[src/lfuc_pkg.sv]
// ----------------------------------------------------------------------------
// lfuc_pkg
// Shared widths, codes and control structures of the LFU cache.
// ----------------------------------------------------------------------------
package lfuc_pkg;

  localparam int KEY_W  = 32;
  localparam int DATA_W = 32;
  localparam int CNT_W  = 32;
  localparam int CAP_W  = 5;
  localparam int APB_W  = 32;
  localparam int ADDR_W = 2;

  localparam logic [CNT_W-1:0] CNT_MAX   = '1;
  localparam logic [CAP_W-1:0] CAP_RESET = CAP_W'(16);

  // Register byte addresses.
  localparam logic [ADDR_W-1:0] ADDR_CAPACITY = '0;

  // Item operation codes.
  localparam logic ACT_GET = 1'b0;
  localparam logic ACT_PUT = 1'b1;

  typedef struct packed {
    logic              action;
    logic [KEY_W-1:0]  key;
    logic [DATA_W-1:0] value;
  } req_t;

  typedef struct packed {
    logic              hit;
    logic [DATA_W-1:0] read_value;
    logic              evicted;
    logic [KEY_W-1:0]  evicted_key;
  } res_t;

  // Controller to datapath.
  typedef struct packed {
    logic clear_wr;
    logic load;
    logic rd;
    logic mode_upd;
    logic decide;
    logic out_load;
  } cmd_t;

  // Datapath to controller.
  typedef struct packed {
    logic need_upd;
  } status_t;

endpackage

[src/lfuc_in_if.sv]
// ----------------------------------------------------------------------------
// lfuc_in_if
// Request channel: one get or put transaction per valid/ready handshake.
// ----------------------------------------------------------------------------
interface lfuc_in_if;
  import lfuc_pkg::*;

  logic              valid;
  logic              ready;
  logic              action;
  logic [KEY_W-1:0]  key;
  logic [DATA_W-1:0] value;

  modport source (output valid, action, key, value, input ready);
  modport sink   (input valid, action, key, value, output ready);
endinterface

[src/lfuc_out_if.sv]
// ----------------------------------------------------------------------------
// lfuc_out_if
// Result channel: one result transaction per request.
// ----------------------------------------------------------------------------
interface lfuc_out_if;
  import lfuc_pkg::*;

  logic              valid;
  logic              ready;
  logic              hit;
  logic [DATA_W-1:0] read_value;
  logic              evicted;
  logic [KEY_W-1:0]  evicted_key;

  modport source (output valid, hit, read_value, evicted, evicted_key, input ready);
  modport sink   (input valid, hit, read_value, evicted, evicted_key, output ready);
endinterface

[src/lfuc_ram.sv]
// ----------------------------------------------------------------------------
// lfuc_ram
// Generic simple dual-port RAM: one write port, one registered read port.
// ----------------------------------------------------------------------------
module lfuc_ram #(
  parameter int WIDTH = 8,
  parameter int DEPTH = 16,
  parameter int AW    = (DEPTH > 1) ? $clog2(DEPTH) : 1
) (
  input  logic             clk,
  input  logic             we,
  input  logic [AW-1:0]    waddr,
  input  logic [WIDTH-1:0] wdata,
  input  logic             re,
  input  logic [AW-1:0]    raddr,
  output logic [WIDTH-1:0] rdata
);

  logic [WIDTH-1:0] mem_r [DEPTH];
  logic [WIDTH-1:0] rdata_r;

  always_ff @(posedge clk) begin
    if (we) begin
      mem_r[waddr] <= wdata;
    end
    if (re) begin
      rdata_r <= mem_r[raddr];
    end
  end

  assign rdata = rdata_r;

endmodule

[src/lfuc_ctrl.sv]
// ----------------------------------------------------------------------------
// lfuc_ctrl
// Sequencer: clearing sweep, key/victim scan, decision and update sweep.
// ----------------------------------------------------------------------------
module lfuc_ctrl #(
  parameter int ENTRIES = 16,
  parameter int AW      = (ENTRIES > 1) ? $clog2(ENTRIES) : 1
) (
  input  logic              clk,
  input  logic              rst_n,
  input  logic              in_valid,
  output logic              in_ready,
  input  logic              out_busy,
  input  lfuc_pkg::status_t status,
  output lfuc_pkg::cmd_t    cmd,
  output logic [AW-1:0]     addr
);
  import lfuc_pkg::*;

  localparam int CW = $clog2(ENTRIES + 1);

  typedef enum logic [2:0] {
    ST_CLEAR, ST_IDLE, ST_SCAN, ST_DECIDE, ST_UPDATE, ST_DONE
  } state_t;

  state_t        state_r, state_nxt;
  logic [CW-1:0] cnt_r, cnt_nxt;

  always_comb begin
    state_nxt = state_r;
    cnt_nxt   = cnt_r;
    cmd       = '0;
    unique case (state_r) inside
      ST_CLEAR: begin
        cmd.clear_wr = 1'b1;
        if (cnt_r == CW'(ENTRIES - 1)) begin
          cnt_nxt   = '0;
          state_nxt = ST_IDLE;
        end else begin
          cnt_nxt = cnt_r + 1'b1;
        end
      end
      ST_IDLE: begin
        if (in_valid) begin
          cmd.load  = 1'b1;
          cnt_nxt   = '0;
          state_nxt = ST_SCAN;
        end
      end
      ST_SCAN, ST_UPDATE: begin
        cmd.mode_upd = (state_r == ST_UPDATE);
        // The last count issues no read; it lets the final entry's data arrive.
        if (cnt_r == CW'(ENTRIES)) begin
          state_nxt = (state_r == ST_SCAN) ? ST_DECIDE : ST_DONE;
        end else begin
          cmd.rd  = 1'b1;
          cnt_nxt = cnt_r + 1'b1;
        end
      end
      ST_DECIDE: begin
        cmd.decide = 1'b1;
        cnt_nxt    = '0;
        state_nxt  = status.need_upd ? ST_UPDATE : ST_DONE;
      end
      ST_DONE: begin
        if (!out_busy) begin
          cmd.out_load = 1'b1;
          state_nxt    = ST_IDLE;
        end
      end
      default: state_nxt = ST_IDLE;
    endcase
  end

  always_ff @(posedge clk) begin
    if (!rst_n) begin
      state_r <= ST_CLEAR;
      cnt_r   <= '0;
    end else begin
      state_r <= state_nxt;
      cnt_r   <= cnt_nxt;
    end
  end

  assign in_ready = (state_r == ST_IDLE);
  assign addr     = cnt_r[AW-1:0];

endmodule

[src/lfuc_dp.sv]
// ----------------------------------------------------------------------------
// lfuc_dp
// Entry store, scan accumulators, replacement decision and entry rewrite.
// ----------------------------------------------------------------------------
module lfuc_dp #(
  parameter int ENTRIES = 16,
  parameter int AW      = (ENTRIES > 1) ? $clog2(ENTRIES) : 1
) (
  input  logic                       clk,
  input  logic                       rst_n,
  input  lfuc_pkg::cmd_t             cmd,
  input  logic [AW-1:0]              addr,
  input  lfuc_pkg::req_t             req,
  input  logic [lfuc_pkg::CAP_W-1:0] capacity,
  output lfuc_pkg::status_t          status,
  output lfuc_pkg::res_t             res
);
  import lfuc_pkg::*;

  localparam int RW = (ENTRIES > 1) ? $clog2(ENTRIES) : 1;
  localparam int CW = $clog2(ENTRIES + 1);

  typedef struct packed {
    logic              valid;
    logic [KEY_W-1:0]  key;
    logic [DATA_W-1:0] value;
    logic [CNT_W-1:0]  count;
    logic [RW-1:0]     rank;
  } rec_t;

  // Memory port signals.
  logic          ram_we;
  logic [AW-1:0] ram_waddr;
  rec_t          ram_wdata;
  rec_t          ram_rdata;

  // Read pipeline.
  logic          rd_pend_r;
  logic [AW-1:0] rd_idx_r;
  logic          rd_upd_r;

  req_t          req_r;
  logic [CW-1:0] entry_cnt_r, entry_cnt_nxt;

  // Scan results.
  logic              found_ok_r;
  logic [AW-1:0]     found_idx_r;
  logic [RW-1:0]     found_rank_r;
  logic [DATA_W-1:0] found_val_r;
  logic              inv_ok_r;
  logic [AW-1:0]     inv_idx_r;
  logic              vic_ok_r;
  logic [AW-1:0]     vic_idx_r;
  logic [RW-1:0]     vic_rank_r;
  logic [CNT_W-1:0]  vic_count_r;
  logic [KEY_W-1:0]  vic_key_r;

  // Plan for the update sweep.
  logic          touch_r, touch_nxt;
  logic          ow_r, ow_nxt;
  logic          evict_r, evict_nxt;
  logic          ins_r, ins_nxt;
  logic [AW-1:0] slot_r, slot_nxt;
  res_t          res_r, res_nxt;

  logic          is_put;
  logic          full;
  logic          scan_en;
  logic          upd_en;
  rec_t          upd_rec;
  logic [RW-1:0] rank_tmp;

  lfuc_ram #(
    .WIDTH ($bits(rec_t)),
    .DEPTH (ENTRIES)
  ) u_ram (
    .clk   (clk),
    .we    (ram_we),
    .waddr (ram_waddr),
    .wdata (ram_wdata),
    .re    (cmd.rd),
    .raddr (addr),
    .rdata (ram_rdata)
  );

  assign scan_en = rd_pend_r && !rd_upd_r;
  assign upd_en  = rd_pend_r && rd_upd_r;

  // Decision, evaluated in the cycle after the scan completes.
  assign is_put = (req_r.action == ACT_PUT);
  assign full   = (32'(entry_cnt_r) >= 32'(capacity)) || (32'(entry_cnt_r) >= 32'(ENTRIES));

  always_comb begin
    touch_nxt = 1'b0;
    ow_nxt    = 1'b0;
    evict_nxt = 1'b0;
    ins_nxt   = 1'b0;
    slot_nxt  = inv_idx_r;
    res_nxt   = '0;
    if (!is_put) begin
      touch_nxt          = found_ok_r;
      res_nxt.hit        = found_ok_r;
      res_nxt.read_value = found_ok_r ? found_val_r : '0;
    end else if (capacity != '0) begin
      if (found_ok_r) begin
        touch_nxt   = 1'b1;
        ow_nxt      = 1'b1;
        res_nxt.hit = 1'b1;
      end else begin
        evict_nxt = full && vic_ok_r;
        if (evict_nxt) begin
          // The freed entry is reused unless an earlier entry was already empty.
          ins_nxt             = 1'b1;
          slot_nxt            = (inv_ok_r && (inv_idx_r < vic_idx_r)) ? inv_idx_r : vic_idx_r;
          res_nxt.evicted     = 1'b1;
          res_nxt.evicted_key = vic_key_r;
        end else begin
          ins_nxt = inv_ok_r;
        end
      end
    end
  end

  assign status.need_upd = touch_nxt || evict_nxt || ins_nxt;

  always_comb begin
    entry_cnt_nxt = entry_cnt_r;
    if (cmd.decide) begin
      entry_cnt_nxt = entry_cnt_r - CW'(evict_nxt) + CW'(ins_nxt);
    end
  end

  // Rewrite of one entry during the update sweep.
  always_comb begin
    upd_rec  = ram_rdata;
    rank_tmp = ram_rdata.rank;
    if (touch_r) begin
      if (rd_idx_r == found_idx_r) begin
        upd_rec.rank = '0;
        if (ram_rdata.count != CNT_MAX) begin
          upd_rec.count = ram_rdata.count + 1'b1;
        end
        if (ow_r) begin
          upd_rec.value = req_r.value;
        end
      end else if (ram_rdata.valid && (ram_rdata.rank < found_rank_r)) begin
        upd_rec.rank = ram_rdata.rank + 1'b1;
      end
    end else if (ins_r && (rd_idx_r == slot_r)) begin
      upd_rec.valid = 1'b1;
      upd_rec.key   = req_r.key;
      upd_rec.value = req_r.value;
      upd_rec.count = CNT_W'(1);
      upd_rec.rank  = '0;
    end else if (evict_r && (rd_idx_r == vic_idx_r)) begin
      upd_rec.valid = 1'b0;
    end else if (ram_rdata.valid) begin
      if (evict_r && (ram_rdata.rank > vic_rank_r)) begin
        rank_tmp = rank_tmp - 1'b1;
      end
      if (ins_r) begin
        rank_tmp = rank_tmp + 1'b1;
      end
      upd_rec.rank = rank_tmp;
    end
  end

  always_comb begin
    ram_we    = cmd.clear_wr || upd_en;
    ram_waddr = cmd.clear_wr ? addr : rd_idx_r;
    ram_wdata = cmd.clear_wr ? rec_t'('0) : upd_rec;
  end

  always_ff @(posedge clk) begin
    if (!rst_n) begin
      rd_pend_r   <= 1'b0;
      entry_cnt_r <= '0;
    end else begin
      rd_pend_r   <= cmd.rd;
      entry_cnt_r <= entry_cnt_nxt;
    end
  end

  always_ff @(posedge clk) begin
    rd_idx_r <= addr;
    rd_upd_r <= cmd.mode_upd;
    if (cmd.load) begin
      req_r      <= req;
      found_ok_r <= 1'b0;
      inv_ok_r   <= 1'b0;
      vic_ok_r   <= 1'b0;
    end
    if (scan_en) begin
      if (ram_rdata.valid && (ram_rdata.key == req_r.key) && !found_ok_r) begin
        found_ok_r   <= 1'b1;
        found_idx_r  <= rd_idx_r;
        found_rank_r <= ram_rdata.rank;
        found_val_r  <= ram_rdata.value;
      end
      if (!ram_rdata.valid && !inv_ok_r) begin
        inv_ok_r  <= 1'b1;
        inv_idx_r <= rd_idx_r;
      end
      // Lowest count wins; on equal counts the larger rank is the older entry.
      if (ram_rdata.valid && (!vic_ok_r || (ram_rdata.count < vic_count_r) ||
          ((ram_rdata.count == vic_count_r) && (ram_rdata.rank > vic_rank_r)))) begin
        vic_ok_r    <= 1'b1;
        vic_idx_r   <= rd_idx_r;
        vic_rank_r  <= ram_rdata.rank;
        vic_count_r <= ram_rdata.count;
        vic_key_r   <= ram_rdata.key;
      end
    end
    if (cmd.decide) begin
      touch_r <= touch_nxt;
      ow_r    <= ow_nxt;
      evict_r <= evict_nxt;
      ins_r   <= ins_nxt;
      slot_r  <= slot_nxt;
      res_r   <= res_nxt;
    end
  end

  assign res = res_r;

endmodule

[src/lfu_cache_lru_tiebreak.sv]
// ----------------------------------------------------------------------------
// lfu_cache_lru_tiebreak
// Key-value cache with least-frequently-used replacement, LRU tie-break.
// ----------------------------------------------------------------------------
//  Channel   Direction  Handshake              Payload
//  in_if     sink       valid/ready            action, key, value
//  out_if    source     valid/ready            hit, read_value, evicted, evicted_key
//  APB       slave      psel/penable, pready=1 capacity register at byte address 0
//
//  Each request makes one scan of the entry RAM for the key and the victim, then
//  one read-modify-write sweep. Gets that miss and puts at zero capacity skip
//  the sweep. After reset the entry RAM is cleared before in_if.ready.
//  A result waiting in the output register holds back the next result only.
// ----------------------------------------------------------------------------
module lfu_cache_lru_tiebreak #(
  parameter int ENTRIES = 16
) (
  input  logic                        clk,
  input  logic                        rst_n,
  input  logic                        psel,
  input  logic                        penable,
  input  logic                        pwrite,
  input  logic [lfuc_pkg::ADDR_W-1:0] paddr,
  input  logic [lfuc_pkg::APB_W-1:0]  pwdata,
  output logic [lfuc_pkg::APB_W-1:0]  prdata,
  output logic                        pready,
  lfuc_in_if.sink                     in_if,
  lfuc_out_if.source                  out_if
);
  import lfuc_pkg::*;

  localparam int AW = (ENTRIES > 1) ? $clog2(ENTRIES) : 1;

  logic [CAP_W-1:0] capacity_r;
  logic             cfg_wr;

  cmd_t          cmd;
  status_t       status;
  logic [AW-1:0] addr;
  req_t          req;
  res_t          res;

  logic out_valid_r;
  res_t out_res_r;
  logic out_busy;

  // Writes to any address other than the capacity register are ignored.
  assign cfg_wr = psel && penable && pwrite;
  assign pready = 1'b1;
  assign prdata = {{(APB_W - CAP_W){1'b0}}, capacity_r};

  always_ff @(posedge clk) begin
    if (!rst_n) begin
      capacity_r <= CAP_RESET;
    end else if (cfg_wr && (paddr == ADDR_CAPACITY)) begin
      capacity_r <= pwdata[CAP_W-1:0];
    end
  end

  assign req.action = in_if.action;
  assign req.key    = in_if.key;
  assign req.value  = in_if.value;

  lfuc_ctrl #(
    .ENTRIES (ENTRIES)
  ) u_ctrl (
    .clk      (clk),
    .rst_n    (rst_n),
    .in_valid (in_if.valid),
    .in_ready (in_if.ready),
    .out_busy (out_busy),
    .status   (status),
    .cmd      (cmd),
    .addr     (addr)
  );

  lfuc_dp #(
    .ENTRIES (ENTRIES)
  ) u_dp (
    .clk      (clk),
    .rst_n    (rst_n),
    .cmd      (cmd),
    .addr     (addr),
    .req      (req),
    .capacity (capacity_r),
    .status   (status),
    .res      (res)
  );

  // Output register: a finished result waits here while the next request runs.
  assign out_busy = out_valid_r && !out_if.ready;

  always_ff @(posedge clk) begin
    if (!rst_n) begin
      out_valid_r <= 1'b0;
    end else if (cmd.out_load) begin
      out_valid_r <= 1'b1;
    end else if (out_if.ready) begin
      out_valid_r <= 1'b0;
    end
  end

  always_ff @(posedge clk) begin
    if (cmd.out_load) begin
      out_res_r <= res;
    end
  end

  assign out_if.valid       = out_valid_r;
  assign out_if.hit         = out_res_r.hit;
  assign out_if.read_value  = out_res_r.read_value;
  assign out_if.evicted     = out_res_r.evicted;
  assign out_if.evicted_key = out_res_r.evicted_key;

  // A transaction is followed by a busy cycle; only one request is in flight.
  a_one_in_flight: assert property (@(posedge clk) disable iff (!rst_n)
    (in_if.valid && in_if.ready) |=> !in_if.ready)
    else $error("request accepted while another is in progress");

  // The entry RAM is swept clean before the first request is taken.
  a_clear_first: assert property (@(posedge clk)
    $rose(rst_n) |-> !in_if.ready)
    else $error("request port ready before the clearing sweep");

  // A result is either a hit or an eviction, never both.
  a_hit_xor_evict: assert property (@(posedge clk) disable iff (!rst_n)
    out_if.valid |-> !(out_if.hit && out_if.evicted))
    else $error("result reports both a hit and an eviction");

  // A new result is loaded only when the output register can take it.
  a_no_overrun: assert property (@(posedge clk) disable iff (!rst_n)
    cmd.out_load |-> !out_busy)
    else $error("result register overwritten before it was taken");

endmodule
[src/flat_wrapper.sv]
// flat-port wrapper written by rule: the top's interface ports become plain ports
module lfu_cache_lru_tiebreak_flat import lfuc_pkg::*;
#(
  parameter int ENTRIES = 16
)
  (clk, rst_n, psel, penable, pwrite, paddr, pwdata, prdata, pready, in_if_valid, in_if_action, in_if_key, in_if_value, in_if_ready, out_if_valid, out_if_hit, out_if_read_value, out_if_evicted, out_if_evicted_key, out_if_ready);
  lfuc_in_if in_if_i ();
  lfuc_out_if out_if_i ();
  input  logic clk;
  input  logic rst_n;
  input  logic psel;
  input  logic penable;
  input  logic pwrite;
  input  logic [lfuc_pkg::ADDR_W-1:0] paddr;
  input  logic [lfuc_pkg::APB_W-1:0] pwdata;
  output logic [lfuc_pkg::APB_W-1:0] prdata;
  output logic pready;
  input wire logic [$bits(in_if_i.valid)-1:0] in_if_valid;
  input wire logic [$bits(in_if_i.action)-1:0] in_if_action;
  input wire logic [$bits(in_if_i.key)-1:0] in_if_key;
  input wire logic [$bits(in_if_i.value)-1:0] in_if_value;
  output wire logic [$bits(in_if_i.ready)-1:0] in_if_ready;
  output wire logic [$bits(out_if_i.valid)-1:0] out_if_valid;
  output wire logic [$bits(out_if_i.hit)-1:0] out_if_hit;
  output wire logic [$bits(out_if_i.read_value)-1:0] out_if_read_value;
  output wire logic [$bits(out_if_i.evicted)-1:0] out_if_evicted;
  output wire logic [$bits(out_if_i.evicted_key)-1:0] out_if_evicted_key;
  input wire logic [$bits(out_if_i.ready)-1:0] out_if_ready;
  assign in_if_i.valid = in_if_valid;
  assign in_if_i.action = in_if_action;
  assign in_if_i.key = in_if_key;
  assign in_if_i.value = in_if_value;
  assign in_if_ready = in_if_i.ready;
  assign out_if_valid = out_if_i.valid;
  assign out_if_hit = out_if_i.hit;
  assign out_if_read_value = out_if_i.read_value;
  assign out_if_evicted = out_if_i.evicted;
  assign out_if_evicted_key = out_if_i.evicted_key;
  assign out_if_i.ready = out_if_ready;
  lfu_cache_lru_tiebreak #(.ENTRIES(ENTRIES)) u_core (.clk(clk), .rst_n(rst_n), .psel(psel), .penable(penable), .pwrite(pwrite), .paddr(paddr), .pwdata(pwdata), .prdata(prdata), .pready(pready), .in_if(in_if_i), .out_if(out_if_i));
endmodule
[config.mk]
export PLATFORM = sky130hd
export DESIGN_NAME = lfu_cache_lru_tiebreak_flat
export DESIGN_NICKNAME = d
export VERILOG_FILES = /design/src/lfuc_pkg.sv /design/src/lfuc_in_if.sv /design/src/lfuc_out_if.sv /design/src/lfuc_ram.sv /design/src/lfuc_ctrl.sv /design/src/lfuc_dp.sv /design/src/lfu_cache_lru_tiebreak.sv /design/src/flat_wrapper.sv
export SDC_FILE = /design/constraint.sdc
export NUM_CORES = 2
export LEC_CHECK = 0
export BUFFER_PORTS_ARGS = -buffer_cell sky130_fd_sc_hd__clkbuf_2
export CORE_MARGIN = 2
export CORE_UTILIZATION = 45
export CTS_CLUSTER_SIZE = 30
export DETAILED_ROUTE_END_ITERATION = 8
export PLACE_DENSITY = 0.66
export SLEW_MARGIN = 30
export SYNTH_ARGS = -nofsm -noshare
export SYNTH_HDL_FRONTEND = slang
export SYNTH_SLANG_ARGS = --single-unit
export TNS_END_PERCENT = 100
[constraint.sdc]
create_clock -name clk -period 11.1 [get_ports clk]
set_clock_uncertainty 0.1 [all_clocks]
set_input_delay 0.555 -clock clk [delete_from_list [all_inputs] [get_ports clk]]
set_output_delay 0.555 -clock clk [all_outputs]
set_load 0.05 [all_outputs]
# Yosys cells after proc, flatten, opt, wreduce, memory -nomap -nowiden
# Memory sizes are Yosys's and may differ from the RTL's. A register that Yosys moved wholly into a read port is not among the register bits.
# Cells that the tools add are included.
# op_classes
n_addsub	7
magnitude_cmp	6
n_eq_ne	18
n_mux	69
bitwise	4
reduce_logical	43
# op_table
cell	count
$mux 101	1
$mux 96	1
$mux 4	17
$mux 68	1
$mux 33	2
$eq 32x32->1	2
$mux 32	2
$mux 64	1
$mux 1	33
$add 32x1->32 const B	1
$lt 32x32->1	1
$ne 32x32->1 const B	1
$pmux 5 s4	1
$logic_and 1x1->1	17
$mux 3	5
$mux 5	3
$pmux 3 s5	1
$eq 4x4->1	3
$add 4x1->4 const B	2
$lt 4x4->1	2
$ne 2x2->1 const B	4
$eq 3x2->1 const B	2
$eq 3x3->1 const B	2
$logic_not 1->1	6
other kinds (25)	36
# word_totals
reg_bits	348
ramBits	1616
in_bits	106
out_inout_bits	101
wordCells	182
memories	1
# memory_table
memory	depth	word_bits	rd	rd_ports_with_merged_regs	write_ports	line_no	rtl
u_core.u_dp.u_ram.mem_r	16	101	1	1	1	lfuc_ram.sv:19	logic [WIDTH-1:0] mem_r [DEPTH];

# Longest topological paths before layout
# logic_depth
depth_word	14
ltp_mapped	18
depth_no_buf	18

# Modules after synthesis
# Synthesis repeated with hierarchy kept, for this count alone.
# hier_totals
hier_cells	3883
area_unflattened_um2	79602.6
# modules_own_cells
module	instances	cells_per_inst	area_each_um2	seq_area_each_um2
lfuc_ram	1	2585	63475.9	51559.4
lfuc_dp	1	1101	13012.5	7907.6
lfu_cache_lru_tiebreak	1	122	2474.9	2102.0
lfuc_ctrl	1	75	639.4	160.2

# Worst setup path after synthesis
# Ideal clock, no wire load.
# synth_path
kind	register -> register
from	register u_core.u_ctrl.cnt_r[1]
to	register u_core.u_dp.u_ram.rdata_r[0] (netlist: u_core.u_dp.u_ram.rdata[0]) (read register of u_core.u_dp.u_ram.mem_r), enable pin
setup_ns	0.713
arrival_time_ns	8.896
t_required_ns	10.287
setup_slack_ns	1.391
stages_incl_launch_ff	7
path_buffers	2
synth_period_minus_slack_ns	9.709
path_cell_list	dfxtp_1 -> clkbuf_1 -> buf_1 -> inv_1 -> ha_1 -> nor4bb_1 -> a211oi_1
# synth_rtl
item	line_no	rtl
from (decl)	lfuc_ctrl.sv:27	logic [CW-1:0] cnt_r, cnt_nxt;
from (signal assigned)	lfuc_ctrl.sv:81	cnt_r <= cnt_nxt;
to (decl)	lfuc_ram.sv:20	logic [WIDTH-1:0] rdata_r;

# Worst setup path in the final report
# layout_path
from	register u_core.u_ctrl.state_r[2]
to	memory u_core.u_dp.u_ram.mem_r[14][22] (netlist bit), enable pin
# layout_via
elab_chain_len	5
word_cells_on_any_way	6
cone_classes	mux: 4; reduce/logical: 2
# layout_rtl
item	line_no	rtl
from (decl)	lfuc_ctrl.sv:26	state_t state_r, state_nxt;
from (signal assigned)	lfuc_ctrl.sv:80	state_r <= state_nxt;
$logic_not 3->1 (no line) *	--	
$mux 1 *	lfuc_ctrl.sv:33	unique case (state_r) inside
$logic_or 1x1->1	lfuc_dp.sv:169	ram_we = cmd.clear_wr || upd_en;
$mux 1	lfuc_ram.sv:23	if (we) begin
$mux 1 (implied by the code)	lfuc_ram.sv:24	mem_r[waddr] <= wdata;
to (decl)	lfuc_ram.sv:19	
# Mark *: on every way between the ends. The rest lies on a longest branch, timed or not.

==> impl_metrics.ini <==
[outcome]
status = completed

[timing]
tns_ns = 0
fin_crit_sh_pct = 40.5
relSlewSlack_pct = 17.3
rsz0062_at_grt = false
hold_viol_final = 0
slew_violations = 0
setup_viol = 0
fin_hold_ws_ns = 0.315
fin_crit_ns = 4.49
fmax_ghz = 0.223
tightest_slew_ns = 1.23
setup_ws_ns = 6.61

[route]
avgRoutedWirePerCell_um = 28.0
antenna_left = 0
vias = 37500
via_per_inst = 5.80
drtIter0Drc = 4410
wirelength_um = 181000
dr.pass1.iters = 5
route.detailed.drc = 0

[power_and_ir_drop]
p_seq_share_pct = 54.5
total_power_uw = 16000
p_sw_uw = 3300
comb_power_share_pct = 5.4
power.leakage_uw = 0.0293
clock_power_share_pct = 40.1
swShare_pct = 20.7
p_int_uw = 12700
peakVddDrop_uv = 171
powerDensity_nw_per_um2 = 176

[clock_tree]
clkLatencyLatePin_ns = 0.84
hold_buffers = 74
clk_pin_slew_ns = 0.06
cts_buffers = 195
htreeDepth = 4
cts_root_buf = clkbuf_16
cts_tree = done
cts_resized = 0
clkSinkCount = 2065
cts_buffer_depth = 3
post-cts-setup-buffers = 0

[global_route]
overflow = 0
antenna_found_initial = 1
grt_max_degree = 109
grt_pass1_vias = 38000
grt_pass1_wl_um = 263000
track_usage_pct = 20.1

[synthesis]
synth_warnings = 0
avgSynthCellArea_um2 = 21.8
ys_types = 70
syn-cell-area_um2 = 79300
synth_seq_cells = 2065
ys_seq_area_share_pct = 77.9
synth_edf_count = 2037
ys.flop_type = edfxtp_1
synth_cells = 3630
synthArstFlopShare_pct = 0

[floorplanning]
die_width_um = 424
io_pins = 207
row_count = 154
start_util_pct = 45.2
die_h_um = 424
die_area_um2 = 180000
core_area_um2 = 176000

[final_layout]
final_nets = 4133
final_cell_mix = 2,037 x edfxtp_1, 505 x mux4_2, 201 x clkbuf_16
drive_gt1_share_pct = 27.3
final-seq-area_um2 = 61700
mostFrequentLayoutCell = edfxtp_1
stdcell_area_um2 = 90600
nFillCells = 13500
synthToLayoutAreaGrowth_pct = 14.2
multi_input_area_um2 = 17000

[job]
cap_viol_max_count = 0

[placed_design]
io_buffers = 151
pre_cts_ws_ns = 6.41
place.gp.congestion = 0.783
placed_area_um2 = 83400
hpwl_um = 89800

[critical_path]
cp-start-kind = flip-flop
worstSetupPathType = flip-flop to flip-flop
cp.required_ns = 11.45
cp-end-kind = flip-flop
crit_path_max_fanout = 40
cp.arrival_ns = 4.84

[worst_hold_path]
hold_class = flip-flop to flip-flop
-- cells by family after synthesis --
logic type	synth area share, %
AOI/OAI and AO/OA	1.64
xor gates and xnor gates	0.574
adders and majority gates	0.972
buffers and inverters	1.47
DFF	77.9
muxes	14.6
other	0.00947
and+or+nand+nor	2.89
-- cell usage after synthesis (6+ instances only) --
| master | n | area, um^2 |
|---|---|---|
| xnor2_1 | 19 | 166 |
| o211ai_1 | 21 | 158 |
| edfxtp_1 | 2037 | 61200 |
| or3_1 | 14 | 87.6 |
| buf_4 | 30 | 225 |
| nand2b_1 | 15 | 93.8 |
| buf_1 | 18 | 67.6 |
| nand3_1 | 30 | 150 |
| nor2_1 | 51 | 191 |
| nand2_1 | 173 | 649 |
| and4_1 | 6 | 52.6 |
| o21ai_0 | 17 | 85.1 |
| inv_1 | 76 | 285 |
| mux4_2 | 505 | 11400 |
| a21o_1 | 10 | 75.1 |
| a211oi_1 | 8 | 60.1 |
| buf_2 | 43 | 215 |
| nor2b_1 | 8 | 50.1 |
| mux2i_1 | 14 | 140 |
| clkbuf_1 | 97 | 364 |
| and2_1 | 37 | 231 |
| nor3_1 | 15 | 75.1 |
| ha_1 | 60 | 751 |
| xor2_1 | 33 | 289 |
| nand4_1 | 24 | 150 |
| o21a_1 | 6 | 45.0 |
| and3_1 | 38 | 238 |
| a21oi_1 | 107 | 536 |
| or4_1 | 12 | 90.1 |
| dfxtp_1 | 28 | 561 |
| nor4_1 | 9 | 56.3 |
-- layout make-up --
type / instances / share of cell area [%]
Sequential cell: 2065 / 68.2
Clock buffer: 256 / 5.79
Multi-Input combinational cell: 1325 / 18.8
Timing Repair Buffer: 301 / 2.74
Antenna cell: 1 / 0.00276
Clock inverter: 100 / 0.927
Inverter: 78 / 0.334
Tap cell: 2340 / 3.23
-- state kept, by name, indices dropped and copies added, names as in the netlist, 5 cells and up --
signal	flops
u_core.u_dp.found_val_r	32
u_core.u_dp.res	66
u_core.capacity_r	5
u_core.out_if.read_value	32
u_core.u_dp.vic_key_r	32
u_core.u_ctrl.cnt_r	5
u_core.u_dp.u_ram.mem_r	1616
u_core.u_dp.u_ram.rdata	101
u_core.u_dp.entry_cnt_r	5
u_core.out_if.evicted_key	32
u_core.u_dp.req_r	64
u_core.u_dp.vic_count_r	32
-- metrics by stage --
step / cells / util, %
after global routing: 6465 / 51.6
final: 6466 / 51.6
after CTS: 6462 / 51.4
after global placement: 6024 / 47.4
after floorplan: 3656 / -
after detailed placement: 6032 / 47.5
-- power groups by stage --
| stage | sequential [uW] | combinational [uW] | clock, uW |
|---|---|---|---|
| after floorplan | 8860 | 633 | 0 |
| after global placement | 8860 | 848 | 0 |
| after detailed placement | 8870 | 852 | 0 |
| after CTS | 8710 | 876 | 6510 |
| after global routing | 8710 | 917 | 6800 |
| final | 8700 | 866 | 6410 |
-- worst paths after layout --
kind	startpoint	end	slack [ns]	cells past startpoint
max	u_core.u_ctrl.state_r[2]	u_core.u_dp.u_ram.mem_r[14][22]	6.61	6
min	u_core.u_dp.res[10]	u_core.out_if.evicted_key[10]	0.32	0
max reg2reg	u_core.u_ctrl.state_r[2]	u_core.u_dp.u_ram.mem_r[14][22]	6.61	6
min reg2reg	u_core.u_dp.res[10]	u_core.out_if.evicted_key[10]	0.32	0
-- per-layer routing --
metal  wire (um)  GRT usage, %  vias up
met1       75700          28.4    20200
met4        4130          5.56        0
met3       11300          2.84      240
li1            -             -    15700
met5           0             0        -
met2       89700          33.0     1374
-- worst max-delay path, stage by stage, from the launching register on --
cell,delay [ns]
dfxtp_1,0.71
or3_1,0.75
mux2i_1,0.38
nand2b_1,0.31
nor2_4,0.20
buf_4,0.64
buf_4,0.84
(Power assumes the default switching activity.)
